[src/rtl/iutc_pkg.sv]
`timescale 1ns / 1ps
`default_nettype none

package iutc_pkg;

  typedef enum logic [2:0] {
    ERR_OK     = 3'd0,
    ERR_LENGTH = 3'd1,
    ERR_FIELDS = 3'd2,
    ERR_MILLIS = 3'd3,
    ERR_NO_Z   = 3'd4,
    ERR_RANGE  = 3'd5
  } err_t;

  typedef enum logic [2:0] {
    B_IDLE,
    B_DIV,
    B_REM,
    B_DOE,
    B_SUM,
    B_OUT
  } back_state_t;

  localparam logic [7:0] CH_ZERO  = 8'h30;
  localparam logic [7:0] CH_NINE  = 8'h39;
  localparam logic [7:0] CH_DASH  = 8'h2D;
  localparam logic [7:0] CH_T     = 8'h54;
  localparam logic [7:0] CH_COLON = 8'h3A;
  localparam logic [7:0] CH_DOT   = 8'h2E;
  localparam logic [7:0] CH_Z     = 8'h5A;

  localparam logic [4:0] POS_LAST_SHORT = 5'd19;
  localparam logic [4:0] POS_LAST_LONG  = 5'd23;
  localparam logic [4:0] POS_MAX        = 5'd31;

  localparam logic [12:0] RECIP_400   = 13'd5243;  // 2^21 / 400, rounded up
  localparam int          RECIP_SHIFT = 21;

  typedef struct packed {
    err_t        err;
    logic [13:0] year;
    logic [3:0]  month;
    logic [4:0]  day;
    logic [4:0]  hour;
    logic [5:0]  minute;
    logic [5:0]  second;
    logic [9:0]  millis;
  } entry_t;

  // days before the start of each March-based month
  function automatic logic [8:0] month_offset(input logic [3:0] mp);
    logic [8:0] r;
    case (mp)
      4'd0:    r = 9'd0;
      4'd1:    r = 9'd31;
      4'd2:    r = 9'd61;
      4'd3:    r = 9'd92;
      4'd4:    r = 9'd122;
      4'd5:    r = 9'd153;
      4'd6:    r = 9'd184;
      4'd7:    r = 9'd214;
      4'd8:    r = 9'd245;
      4'd9:    r = 9'd275;
      4'd10:   r = 9'd306;
      4'd11:   r = 9'd337;
      default: r = 9'd0;
    endcase
    return r;
  endfunction

endpackage

`default_nettype wire

[src/rtl/iutc_if.sv]
`timescale 1ns / 1ps
`default_nettype none

interface iutc_char_if;
  logic       valid;
  logic       ready;
  logic [7:0] char_in;
  logic       is_last;

  modport source (output valid, char_in, is_last, input ready);
  modport sink   (input valid, char_in, is_last, output ready);
endinterface

interface iutc_result_if;
  logic               valid;
  logic               ready;
  logic [2:0]         error_code;
  logic signed [22:0] days_since_epoch;
  logic [26:0]        ms_of_day;

  modport source (output valid, error_code, days_since_epoch, ms_of_day, input ready);
  modport sink   (input valid, error_code, days_since_epoch, ms_of_day, output ready);
endinterface

`default_nettype wire

[src/rtl/iutc_front.sv]
`timescale 1ns / 1ps
`default_nettype none

module iutc_front
  import iutc_pkg::*;
(
  input  wire logic   clk,
  input  wire logic   rst,
  iutc_char_if.sink   req,
  output entry_t      push_data,
  output logic        push,
  input  wire logic   q_full
);

  logic [4:0]  pos, pos_next;
  logic [13:0] year, year_next;
  logic [6:0]  month, month_next;
  logic [6:0]  day, day_next;
  logic [6:0]  hour, hour_next;
  logic [6:0]  minute, minute_next;
  logic [6:0]  second, second_next;
  logic [9:0]  millis, millis_next;
  logic        fields_bad, fields_bad_next;
  logic        millis_bad, millis_bad_next;

  logic       accept;
  logic       dig;
  logic [3:0] d;
  logic       long_form;
  logic [9:0] mil;
  logic       out_of_range;
  err_t       err;

  assign req.ready = !q_full;
  assign accept    = req.valid && req.ready;
  assign dig       = (req.char_in >= CH_ZERO) && (req.char_in <= CH_NINE);
  assign d         = dig ? req.char_in[3:0] : 4'd0;

  always_comb begin
    pos_next        = (pos == POS_MAX) ? pos : pos + 5'd1;
    year_next       = year;
    month_next      = month;
    day_next        = day;
    hour_next       = hour;
    minute_next     = minute;
    second_next     = second;
    millis_next     = millis;
    fields_bad_next = fields_bad;
    millis_bad_next = millis_bad;
    case (pos) inside
      5'd0, 5'd1, 5'd2, 5'd3: begin
        if (dig) year_next = 14'(year * 14'd10 + 14'(d));
        else fields_bad_next = 1'b1;
      end
      5'd5, 5'd6: begin
        if (dig) month_next = 7'(month * 7'd10 + 7'(d));
        else fields_bad_next = 1'b1;
      end
      5'd8, 5'd9: begin
        if (dig) day_next = 7'(day * 7'd10 + 7'(d));
        else fields_bad_next = 1'b1;
      end
      5'd11, 5'd12: begin
        if (dig) hour_next = 7'(hour * 7'd10 + 7'(d));
        else fields_bad_next = 1'b1;
      end
      5'd14, 5'd15: begin
        if (dig) minute_next = 7'(minute * 7'd10 + 7'(d));
        else fields_bad_next = 1'b1;
      end
      5'd17, 5'd18: begin
        if (dig) second_next = 7'(second * 7'd10 + 7'(d));
        else fields_bad_next = 1'b1;
      end
      5'd4, 5'd7: begin
        if (req.char_in != CH_DASH) fields_bad_next = 1'b1;
      end
      5'd10: begin
        if (req.char_in != CH_T) fields_bad_next = 1'b1;
      end
      5'd13, 5'd16: begin
        if (req.char_in != CH_COLON) fields_bad_next = 1'b1;
      end
      5'd19: begin
        if (req.char_in != CH_DOT) millis_bad_next = 1'b1;
      end
      5'd20, 5'd21, 5'd22: begin
        if (dig) millis_next = 10'(millis * 10'd10 + 10'(d));
        else millis_bad_next = 1'b1;
      end
      default: ;
    endcase
  end

  // last char sits at 19 or 23, so the stored accumulators are final here
  assign long_form    = (pos == POS_LAST_LONG);
  assign mil          = long_form ? millis : 10'd0;
  assign out_of_range = (month < 7'd1) || (month > 7'd12) || (day < 7'd1) || (day > 7'd31) ||
                        (hour > 7'd23) || (minute > 7'd59) || (second > 7'd59) ||
                        (mil > 10'd999);

  always_comb begin
    if (pos != POS_LAST_SHORT && pos != POS_LAST_LONG) err = ERR_LENGTH;
    else if (fields_bad) err = ERR_FIELDS;
    else if (long_form && millis_bad) err = ERR_MILLIS;
    else if (req.char_in != CH_Z) err = ERR_NO_Z;
    else if (out_of_range) err = ERR_RANGE;
    else err = ERR_OK;
  end

  assign push             = accept && req.is_last;
  assign push_data.err    = err;
  assign push_data.year   = year;
  assign push_data.month  = month[3:0];
  assign push_data.day    = day[4:0];
  assign push_data.hour   = hour[4:0];
  assign push_data.minute = minute[5:0];
  assign push_data.second = second[5:0];
  assign push_data.millis = mil;

  always_ff @(posedge clk) begin
    if (rst || push) begin
      pos        <= '0;
      year       <= '0;
      month      <= '0;
      day        <= '0;
      hour       <= '0;
      minute     <= '0;
      second     <= '0;
      millis     <= '0;
      fields_bad <= 1'b0;
      millis_bad <= 1'b0;
    end else if (accept) begin
      pos        <= pos_next;
      year       <= year_next;
      month      <= month_next;
      day        <= day_next;
      hour       <= hour_next;
      minute     <= minute_next;
      second     <= second_next;
      millis     <= millis_next;
      fields_bad <= fields_bad_next;
      millis_bad <= millis_bad_next;
    end
  end

endmodule

`default_nettype wire

[src/rtl/iutc_queue.sv]
`timescale 1ns / 1ps
`default_nettype none

module iutc_queue
  import iutc_pkg::*;
(
  input  wire logic   clk,
  input  wire logic   rst,
  input  wire logic   push,
  input  wire entry_t push_data,
  input  wire logic   pop,
  output entry_t      pop_data,
  output logic        full,
  output logic        empty
);

  entry_t     mem [2];
  logic       wr_ptr;
  logic       rd_ptr;
  logic [1:0] count;

  assign full     = (count == 2'd2);
  assign empty    = (count == 2'd0);
  assign pop_data = mem[rd_ptr];

  always_ff @(posedge clk) begin
    if (push) mem[wr_ptr] <= push_data;
  end

  always_ff @(posedge clk) begin
    if (rst) begin
      wr_ptr <= 1'b0;
      rd_ptr <= 1'b0;
      count  <= 2'd0;
    end else begin
      if (push) wr_ptr <= !wr_ptr;
      if (pop) rd_ptr <= !rd_ptr;
      case ({push, pop})
        2'b10:   count <= count + 2'd1;
        2'b01:   count <= count - 2'd1;
        default: count <= count;
      endcase
    end
  end

endmodule

`default_nettype wire

[src/rtl/iutc_back.sv]
`timescale 1ns / 1ps
`default_nettype none

module iutc_back
  import iutc_pkg::*;
(
  input  wire logic     clk,
  input  wire logic     rst,
  input  wire entry_t   pop_data,
  input  wire logic     q_empty,
  output logic          pop,
  iutc_result_if.source rsp
);

  back_state_t state, state_next;

  entry_t             ent;
  logic [13:0]        vshift;
  logic [25:0]        recip_prod;
  logic [26:0]        hour_ms;
  logic [21:0]        minute_ms;
  logic [15:0]        second_ms;
  logic [8:0]         yoe;
  logic [8:0]         doy;
  logic signed [23:0] era_days;
  logic [26:0]        ms_sum;
  logic [17:0]        doe;
  err_t               err_r;
  logic signed [22:0] days_r;
  logic [26:0]        ms_r;

  logic [4:0]         quot;
  logic signed [23:0] era;
  logic [3:0]         mp;
  logic [1:0]         cent;
  logic signed [23:0] days_full;

  always_ff @(posedge clk) begin
    if (rst) state <= B_IDLE;
    else state <= state_next;
  end

  always_comb begin
    state_next = state;
    pop        = 1'b0;
    unique case (state)
      B_IDLE: begin
        if (!q_empty) begin
          pop        = 1'b1;
          state_next = (pop_data.err == ERR_OK) ? B_DIV : B_OUT;
        end
      end
      B_DIV: state_next = B_REM;
      B_REM: state_next = B_DOE;
      B_DOE: state_next = B_SUM;
      B_SUM: state_next = B_OUT;
      B_OUT: begin
        if (rsp.ready) state_next = B_IDLE;
      end
      default: state_next = B_IDLE;
    endcase
  end

  assign quot      = recip_prod[25:RECIP_SHIFT];
  assign era       = $signed({19'd0, quot}) - 24'sd1;
  assign mp        = (ent.month > 4'd2) ? ent.month - 4'd3 : ent.month + 4'd9;
  assign cent      = 2'(yoe >= 9'd100) + 2'(yoe >= 9'd200) + 2'(yoe >= 9'd300);
  assign days_full = era_days + $signed({6'd0, doe}) - 24'sd719468;

  always_ff @(posedge clk) begin
    unique case (state)
      B_IDLE: begin
        ent    <= pop_data;
        err_r  <= pop_data.err;
        // shifted year is y + 400, with y the March-based year
        vshift <= (pop_data.month <= 4'd2) ? pop_data.year + 14'd399 : pop_data.year + 14'd400;
        days_r <= '0;
        ms_r   <= '0;
      end
      B_DIV: begin
        recip_prod <= 26'(vshift * RECIP_400);
        hour_ms    <= 27'(ent.hour * 27'd3600000);
        minute_ms  <= 22'(ent.minute * 22'd60000);
        second_ms  <= 16'(ent.second * 16'd1000);
      end
      B_REM: begin
        yoe      <= 9'(vshift - 14'(quot * 14'd400));
        era_days <= 24'(era * 24'sd146097);
        doy      <= month_offset(mp) + 9'(ent.day) - 9'd1;
        ms_sum   <= hour_ms + 27'(minute_ms) + 27'(second_ms) + 27'(ent.millis);
      end
      B_DOE: begin
        doe <= 18'(yoe * 18'd365) + 18'(yoe[8:2]) - 18'(cent) + 18'(doy);
      end
      B_SUM: begin
        days_r <= days_full[22:0];
        ms_r   <= ms_sum;
      end
      B_OUT: ;
      default: ;
    endcase
  end

  assign rsp.valid            = (state == B_OUT);
  assign rsp.error_code       = err_r;
  assign rsp.days_since_epoch = days_r;
  assign rsp.ms_of_day        = ms_r;

endmodule

`default_nettype wire

[src/rtl/iso8601_utc_instant_parser_unit.sv]
`timescale 1ns / 1ps
`default_nettype none

// ISO-8601 UTC timestamp parser. Characters of YYYY-MM-DDTHH:MM:SSZ or
// YYYY-MM-DDTHH:MM:SS.mmmZ arrive one word per cycle on req, the final one
// flagged by is_last; each string yields one word on rsp with an error code,
// days since 1970-01-01 and milliseconds of the day (both zero on error).
// The front parser takes one character every cycle; a two-entry queue holds
// finished strings for the calendar unit, which runs four arithmetic steps
// on a valid string after dequeuing it, presents a rejected one directly,
// and holds each result until rsp.ready. req.ready drops only while the
// queue holds two strings, so with rsp.ready held high the sustained rate
// is one character per cycle for strings of 20 or more characters.
module iso8601_utc_instant_parser_unit
  import iutc_pkg::*;
(
  input  wire logic     clk,
  input  wire logic     rst,
  iutc_char_if.sink     req,
  iutc_result_if.source rsp
);

  entry_t push_data;
  entry_t pop_data;
  logic   push;
  logic   pop;
  logic   q_full;
  logic   q_empty;

  iutc_front u_front (
    .clk       (clk),
    .rst       (rst),
    .req       (req),
    .push_data (push_data),
    .push      (push),
    .q_full    (q_full)
  );

  iutc_queue u_queue (
    .clk       (clk),
    .rst       (rst),
    .push      (push),
    .push_data (push_data),
    .pop       (pop),
    .pop_data  (pop_data),
    .full      (q_full),
    .empty     (q_empty)
  );

  iutc_back u_back (
    .clk      (clk),
    .rst      (rst),
    .pop_data (pop_data),
    .q_empty  (q_empty),
    .pop      (pop),
    .rsp      (rsp)
  );

  a_no_overflow: assert property (@(posedge clk) disable iff (rst)
    !(push && q_full && !pop))
    else $error("queue overflow");

  a_err_zero: assert property (@(posedge clk) disable iff (rst)
    rsp.valid && rsp.error_code != ERR_OK |-> rsp.days_since_epoch == '0 && rsp.ms_of_day == '0)
    else $error("error word carries nonzero result");

  a_ms_range: assert property (@(posedge clk) disable iff (rst)
    rsp.valid && rsp.error_code == ERR_OK |-> rsp.ms_of_day < 27'd86400000)
    else $error("ms_of_day out of range");

  a_one_word: assert property (@(posedge clk) disable iff (rst)
    rsp.valid && rsp.ready |=> !rsp.valid)
    else $error("result word repeated");

endmodule

`default_nettype wire
[src/flat_wrapper.sv]
// flat-port wrapper written by rule: the top's interface ports become plain ports
module iso8601_utc_instant_parser_unit_flat import iutc_pkg::*;
  (clk, rst, req_valid, req_char_in, req_is_last, req_ready, rsp_valid, rsp_error_code, rsp_days_since_epoch, rsp_ms_of_day, rsp_ready);
  iutc_char_if req_i ();
  iutc_result_if rsp_i ();
  input  wire logic clk;
  input  wire logic rst;
  input wire logic [$bits(req_i.valid)-1:0] req_valid;
  input wire logic [$bits(req_i.char_in)-1:0] req_char_in;
  input wire logic [$bits(req_i.is_last)-1:0] req_is_last;
  output wire logic [$bits(req_i.ready)-1:0] req_ready;
  output wire logic [$bits(rsp_i.valid)-1:0] rsp_valid;
  output wire logic [$bits(rsp_i.error_code)-1:0] rsp_error_code;
  output wire logic [$bits(rsp_i.days_since_epoch)-1:0] rsp_days_since_epoch;
  output wire logic [$bits(rsp_i.ms_of_day)-1:0] rsp_ms_of_day;
  input wire logic [$bits(rsp_i.ready)-1:0] rsp_ready;
  assign req_i.valid = req_valid;
  assign req_i.char_in = req_char_in;
  assign req_i.is_last = req_is_last;
  assign req_ready = req_i.ready;
  assign rsp_valid = rsp_i.valid;
  assign rsp_error_code = rsp_i.error_code;
  assign rsp_days_since_epoch = rsp_i.days_since_epoch;
  assign rsp_ms_of_day = rsp_i.ms_of_day;
  assign rsp_i.ready = rsp_ready;
  iso8601_utc_instant_parser_unit u_core (.clk(clk), .rst(rst), .req(req_i), .rsp(rsp_i));
endmodule
[config.mk]
export PLATFORM = sky130hd
export DESIGN_NAME = iso8601_utc_instant_parser_unit_flat
export DESIGN_NICKNAME = d
export VERILOG_FILES = /design/src/rtl/iutc_pkg.sv /design/src/rtl/iutc_if.sv /design/src/rtl/iutc_front.sv /design/src/rtl/iutc_queue.sv /design/src/rtl/iutc_back.sv /design/src/rtl/iso8601_utc_instant_parser_unit.sv /design/src/flat_wrapper.sv
export SDC_FILE = /design/constraint.sdc
export NUM_CORES = 1
export LEC_CHECK = 0
export BUFFER_PORTS_ARGS = -buffer_cell sky130_fd_sc_hd__buf_2
export CORE_ASPECT_RATIO = 0.8
export CORE_MARGIN = 3
export CORE_UTILIZATION = 55
export DETAILED_ROUTE_END_ITERATION = 10
export HOLD_SLACK_MARGIN = 0.08
export PLACE_DENSITY = 0.71
export SLEW_MARGIN = 10
export SYNTH_ARGS = -nofsm -noshare
export SYNTH_HDL_FRONTEND = slang
export SYNTH_HIERARCHICAL = 1
export SYNTH_SLANG_ARGS = --single-unit
[constraint.sdc]
create_clock -name clk -period 6.8 [get_ports clk]
set_input_delay 1.02 -clock clk [delete_from_list [all_inputs] [get_ports clk]]
set_output_delay 1.02 -clock clk [all_outputs]
set_load 0.1 [all_outputs]
==> results of run 1 <==
[final timing paths]
kind                                     start  cells after the start  slack, ps                    endpoint
setup reg to reg  u_core/u_back/recip_prod[21]                     20       1220  u_core/u_back/era_days[22]
setup / recovery  u_core/u_back/recip_prod[21]                     20       1220  u_core/u_back/era_days[22]
hold / removal            u_core/u_back/ent[1]                      0        440     u_core/u_back/ms_sum[1]
hold reg to reg           u_core/u_back/ent[1]                      0        440     u_core/u_back/ms_sum[1]
[stage by stage]
step | hold slack, ps | cells | cell area, µm²
6_report | 442 | 3702 | 34700
4_1_cts | 446 | 3702 | 34700
3_3_place_gp | 411 | 3622 | 33300
5_1_grt | 461 | 3702 | 34700
2_1_floorplan | 400 | 2850 | 32200
3_5_place_dp | 431 | 3622 | 33300
[area by class of cell]
| type | count | area, µm² |
|---|---|---|
| timing repair buffer | 80 | 433 |
| multi-input combinational | 1900 | 18200 |
| clock inverter | 24 | 282 |
| clock buffer | 56 | 1200 |
| sequential | 424 | 12000 |
| tap | 760 | 951 |
| fill | 4572 | 22500 |
| inverter | 458 | 1720 |
[flip-flops by register name (all words and copies together), names as in the netlist, 17 cells and up, named ones only]
| register | count |
|---|---|
| u_core/u_back/era_days | 23 |
| u_core/u_back/rsp.days_since_epoch | 23 |
| u_core/u_back/rsp.ms_of_day | 27 |
| u_core/u_back/ent | 36 |
| u_core/u_back/doe | 18 |
| u_core/u_back/hour_ms | 20 |
| u_core/u_back/minute_ms | 17 |
| u_core/u_queue/mem | 106 |
| u_core/u_back/ms_sum | 27 |
[cells in the final DEF, fill, tap and decap left out, types with 53 or more instances in the layout]
cell,instances
mux2_2,54
o21ai_0,63
fa_1,187
nor2_1,155
inv_1,458
dfxtp_1,73
xor2_1,59
nand2_1,84
ha_1,502
edfxtp_1,350
a21oi_1,135
buf_2,67
and3_1,53
a21o_1,54
xnor2_1,151
[cell families after synthesis]
kind of cell | count (synthesis)
xor+xnor | 210
fa+ha+maj | 689
flops | 424
buf+inv | 526
mux | 92
compound gates | 423
simple gates | 486
[metal layers]
layer  up-vias  share of wire
li1       9980              -
met1      9777           0.49
met2       428           0.44
met3        92          0.046
met4         0          0.022
met5         -              0
==> results.tsv, run 1 <==
metric	value	unit
pre_cts_slack	1220	ps
synth-async-reset-ratio	0	
clkSlewWorstSetupHoldPaths	60	ps
syn-num-nets	3552	
worstHoldPathType	flop to flop	
max_freq	0.179	GHz
critPathBufInv	5	
layout-drive-gt1-share	0.0843	
fin_util	0.607	
initial_core_util	0.562	
grt_overflow	0	
cpLargestDelayFamily	adder cells	
grt_pass1_vias	20800	
drt_wl_total	62.4	mm
grt_first_pass_wirelength	106	mm
grt_use_met1	0.311	
synth.most_common_cell	ha_1	
startpoint_type	flop	
required	7090	ps
root_buffer	clkbuf_16	
met2_usage	0.323	
cts_resized	0	
synth_area_leaders	edfxtp_1 (33%), ha_1 (19%), fa_1 (12%)	
synth_edf_count	350	
synth_top_area_cell	edfxtp_1	
core-area	0.0573	mm²
post_cts_buffers	0	
busiest_layer	met2	
cts_sinks	424	
synthAdderAreaFrac	0.311	
cp_slowest_cell	fa_1	
synth_top_family_by_area	adder cells	
worst_pin_slew	1180	ps
ys_seq_area_frac	0.372	
rsz0062_at_grt	false	
path_cells	inv_1, ha_1, nor3b_1, xor2_1, buf_4, inv_1, fa_1, inv_1, fa_1, fa_1, inv_1, ha_1, ha_1, a21o_1, a21oi_1, o211ai_1, a31oi_1, a211oi_1, o21ai_1, xnor2_1	
synth_cell_type_count	89	
ant_nets	0	
drt-vias-per-instance	5.48	
syn_to_final_growth	7.85	%
die_h	222	µm
critPathMaxFanout	8	
synthesis.area	0.0322	mm²
slew_headroom	0.209	
synthMuxAreaShare	0.0307	
drt-wirelength-per-cell	16.9	µm
drv_slew	0	
finalWorstSetupSlack	1220	ps
grt_start_max_net_pins	83	
synth_top_area_frac	0.326	
synth_compound_area_frac	0.0865	
clk_latency	560	ps
synth_ff_type	edfxtp_1	
drc	0	
critPathKind	flop to flop	
finalHoldViolations	0	
netlist_instances	2850	
fin_tns_setup	0	ps
fp.dieW	277	µm
antenna_found_initial	0	
dp_hpwl	49.1	mm
nNetsFinal	3610	
endpoint_kind	flop	
status	completed	
slowest_delay	540	ps
gp_congestion	0.887	
ys_warn_count	6	
setup_viol	0	
gr-usage-all-layers	0.207	
die-area	0.0615	mm²
avgSynthCellArea	11.3	µm²
hold_buffers	0	
clk_path_buf_depth	3	
cts_max_level	2	
numCtsBuffers	44	
ys_ff_latch	424	
synth_xor_area_frac	0.0571	
floorplan.io_pins	68	
period_needed	5580	ps
ys_top_cells_by_count	ha_1 (502), inv_1 (458), edfxtp_1 (350)	
cp.arrival	5870	ps
cap_violations	0	
gr-usage-met3	0.0266	
rows	78	
io_buffers	67	
finalCritPeriodShare	0.821	
critPathMostFrequentCell	inv_1	
finClkSkew	24.1	ps
first_pass_iters	7	
cts_tree	done	
drtIter0Drc	1253	
diodes	0	
num_vias	20300	
yosys.area_share.simple	0.0775	
Power of run 1 is not shown: default switching activity piles up to over one toggle a cycle in this logic, so the estimate is an artifact.
==> run 2: changes to the inputs <==
- ABC_AREA: unset -> 1
- clock period: 6.8 -> 5.4 ns (I/O delays scaled with it)
==> run 2 against run 1 <==
  * Worst hold slack got worse by 13 ps
  * Largest cell class unchanged
  * Area after synthesis grew 7.3%
  * Global-route usage increased by 1.0 points
  * Clock skew fell by 3.3 ps
  * Cell count up 25%
==> results.tsv, run 2 <==
metric	value	unit
ys_warn_count	6	
grt_first_pass_wirelength	117	mm
rsz0062_at_grt	false	
die-area	0.0659	mm²
cp.arrival	5080	ps
finalCritPeriodShare	0.883	
clk_latency	560	ps
synth_cell_type_count	57	
ys_seq_area_frac	0.347	
avgSynthCellArea	9.37	µm²
cts_resized	0	
ys_ff_latch	424	
cts_tree	done	
diodes	0	
ys_top_cells_by_count	inv_1 (755), nand2_1 (614), ha_1 (502)	
synth.most_common_cell	inv_1	
path_cells	inv_1, nand3_1, xor2_1, fa_1, inv_1, fa_1, fa_1, inv_1, ha_1, ha_1, nand3_1, nand2_1, nand2_1, nand2_1, nand2_1, nand2_1, nand2_1, nand2_1, nand2_1, nand2_1	
ff_latch_area	0.0120	mm²
grt_start_max_net_pins	66	
drt-vias-per-instance	5.12	
period_needed	4770	ps
multi_input_comb_area	0.0193	mm²
numCtsBuffers	44	
startpoint_type	flop	
cpLargestDelayFamily	adder cells	
slowest_delay	560	ps
fp.dieW	286	µm
syn-num-nets	4394	
synth_top_area_frac	0.304	
io_buffers	67	
rows	81	
gr-usage-all-layers	0.218	
cts_max_level	2	
layout-drive-gt1-share	0.0719	
first_pass_iters	5	
dp_hpwl	56.0	mm
finClkSkew	20.8	ps
clk_path_buf_depth	3	
setup_viol	0	
worst_pin_slew	1050	ps
clkSlewWorstSetupHoldPaths	60	ps
critPathMostFrequentCell	nand2_1	
num_vias	23700	
post_cts_buffers	0	
status	completed	
floorplan.io_pins	68	
synth_area_leaders	edfxtp_1 (30%), ha_1 (18%), fa_1 (11%)	
endpoint_kind	flop	
fill_cells	5180	
cp_slowest_cell	xor2_1	
synth-async-reset-ratio	0	
fin_tns_setup	0	ps
max_freq	0.210	GHz
netlist_instances	3692	
worstHoldPathType	flop to flop	
grt_pass1_vias	22800	
drv_slew	0	
synth_ff_type	edfxtp_1	
root_buffer	clkbuf_16	
hold_buffers	0	
critPathMaxFanout	7	
gp_congestion	0.922	
layout.cells.most_common	inv_1	
synth_edf_count	350	
synth_top_area_cell	edfxtp_1	
syn_to_final_growth	7.30	%
initial_core_util	0.560	
finalHoldViolations	0	
drt-wirelength-per-cell	15.2	µm
antenna_found_initial	0	
nNetsFinal	4465	
drtIter0Drc	1659	
core-area	0.0617	mm²
critPathBufInv	3	
required	5710	ps
largest_reg_flops	106	
regMostFlops	u_core/u_queue/mem	
cts_sinks	424	
grt_overflow	0	
synthesis.area	0.0346	mm²
cap_violations	0	
layout_common_cells	inv_1 (753), nand2_1 (614), ha_1 (502)	
ant_nets	0	
die_h	230	µm
drc	0	
critPathKind	flop to flop	
slew_headroom	0.298	
reg_top3	u_core/u_queue/mem x106, u_core/u_back/ent x36	
drt_wl_total	70.1	mm
[run 2: cell count changes after synthesis, sizes merged, moves of 38 or more]
cell,change
a211oi,-38
a21o,-48
a21oi,+75
and3,-55
inv,+307
mux2i,-38
nand2,+541
nand3,+142
nor2,+121
o21ai,+54
xnor2,-95
[run 2: path summary, 6_finish.rpt]
path	startpoint	endpoint	slack [ps]	cells past startpoint
hold / removal	u_core/u_back/ent[2]	u_core/u_back/ms_sum[2]	430	0
setup reg to reg	u_core/u_back/recip_prod[21]	u_core/u_back/era_days[22]	630	20
hold reg to reg	u_core/u_back/ent[2]	u_core/u_back/ms_sum[2]	430	0
setup / recovery	u_core/u_back/recip_prod[21]	u_core/u_back/era_days[22]	630	20
[run 2: final cells by class]
type / count / share of cell area
Clock buffer: 62 / 0.0340
Clock inverter: 19 / 0.00546
Inverter: 766 / 0.0775
Multi-Input combinational cell: 2449 / 0.521
Sequential cell: 424 / 0.323
Tap cell: 830 / 0.0280
Timing Repair Buffer: 78 / 0.0113
[run 2: through the flow]
stage               worst slack (ps)  utilization  std cells  hold slack (ps)  instance area (µm²)
global route                     337        0.601       4628              429                37100
global placement                 722        0.578       4547              400                35600
detailed placement               619        0.578       4547              405                35600
CTS                              606        0.601       4628              423                37100
finish                           631        0.601       4628              428                37100
floorplan                        543            -       3692              400                34600
[run 2: cells by family after synthesis]
family,share of synthesized area
AOI/OAI and AO/OA,0.0625
xor gates and xnor gates,0.0380
adders and majority gates,0.290
buffers and inverters,0.0958
DFF,0.347
muxes,0.0227
and+or+nand+nor,0.144
[run 2: routing by layer]
metal	up-vias	share of wire	GRT usage
li1	12100	-	-
met1	11000	0.52	0.344
met2	503	0.41	0.324
met3	73	0.051	0.0273
met4	0	0.015	0.0356
met5	-	0	0
Power of run 2 is left out for the same reason.
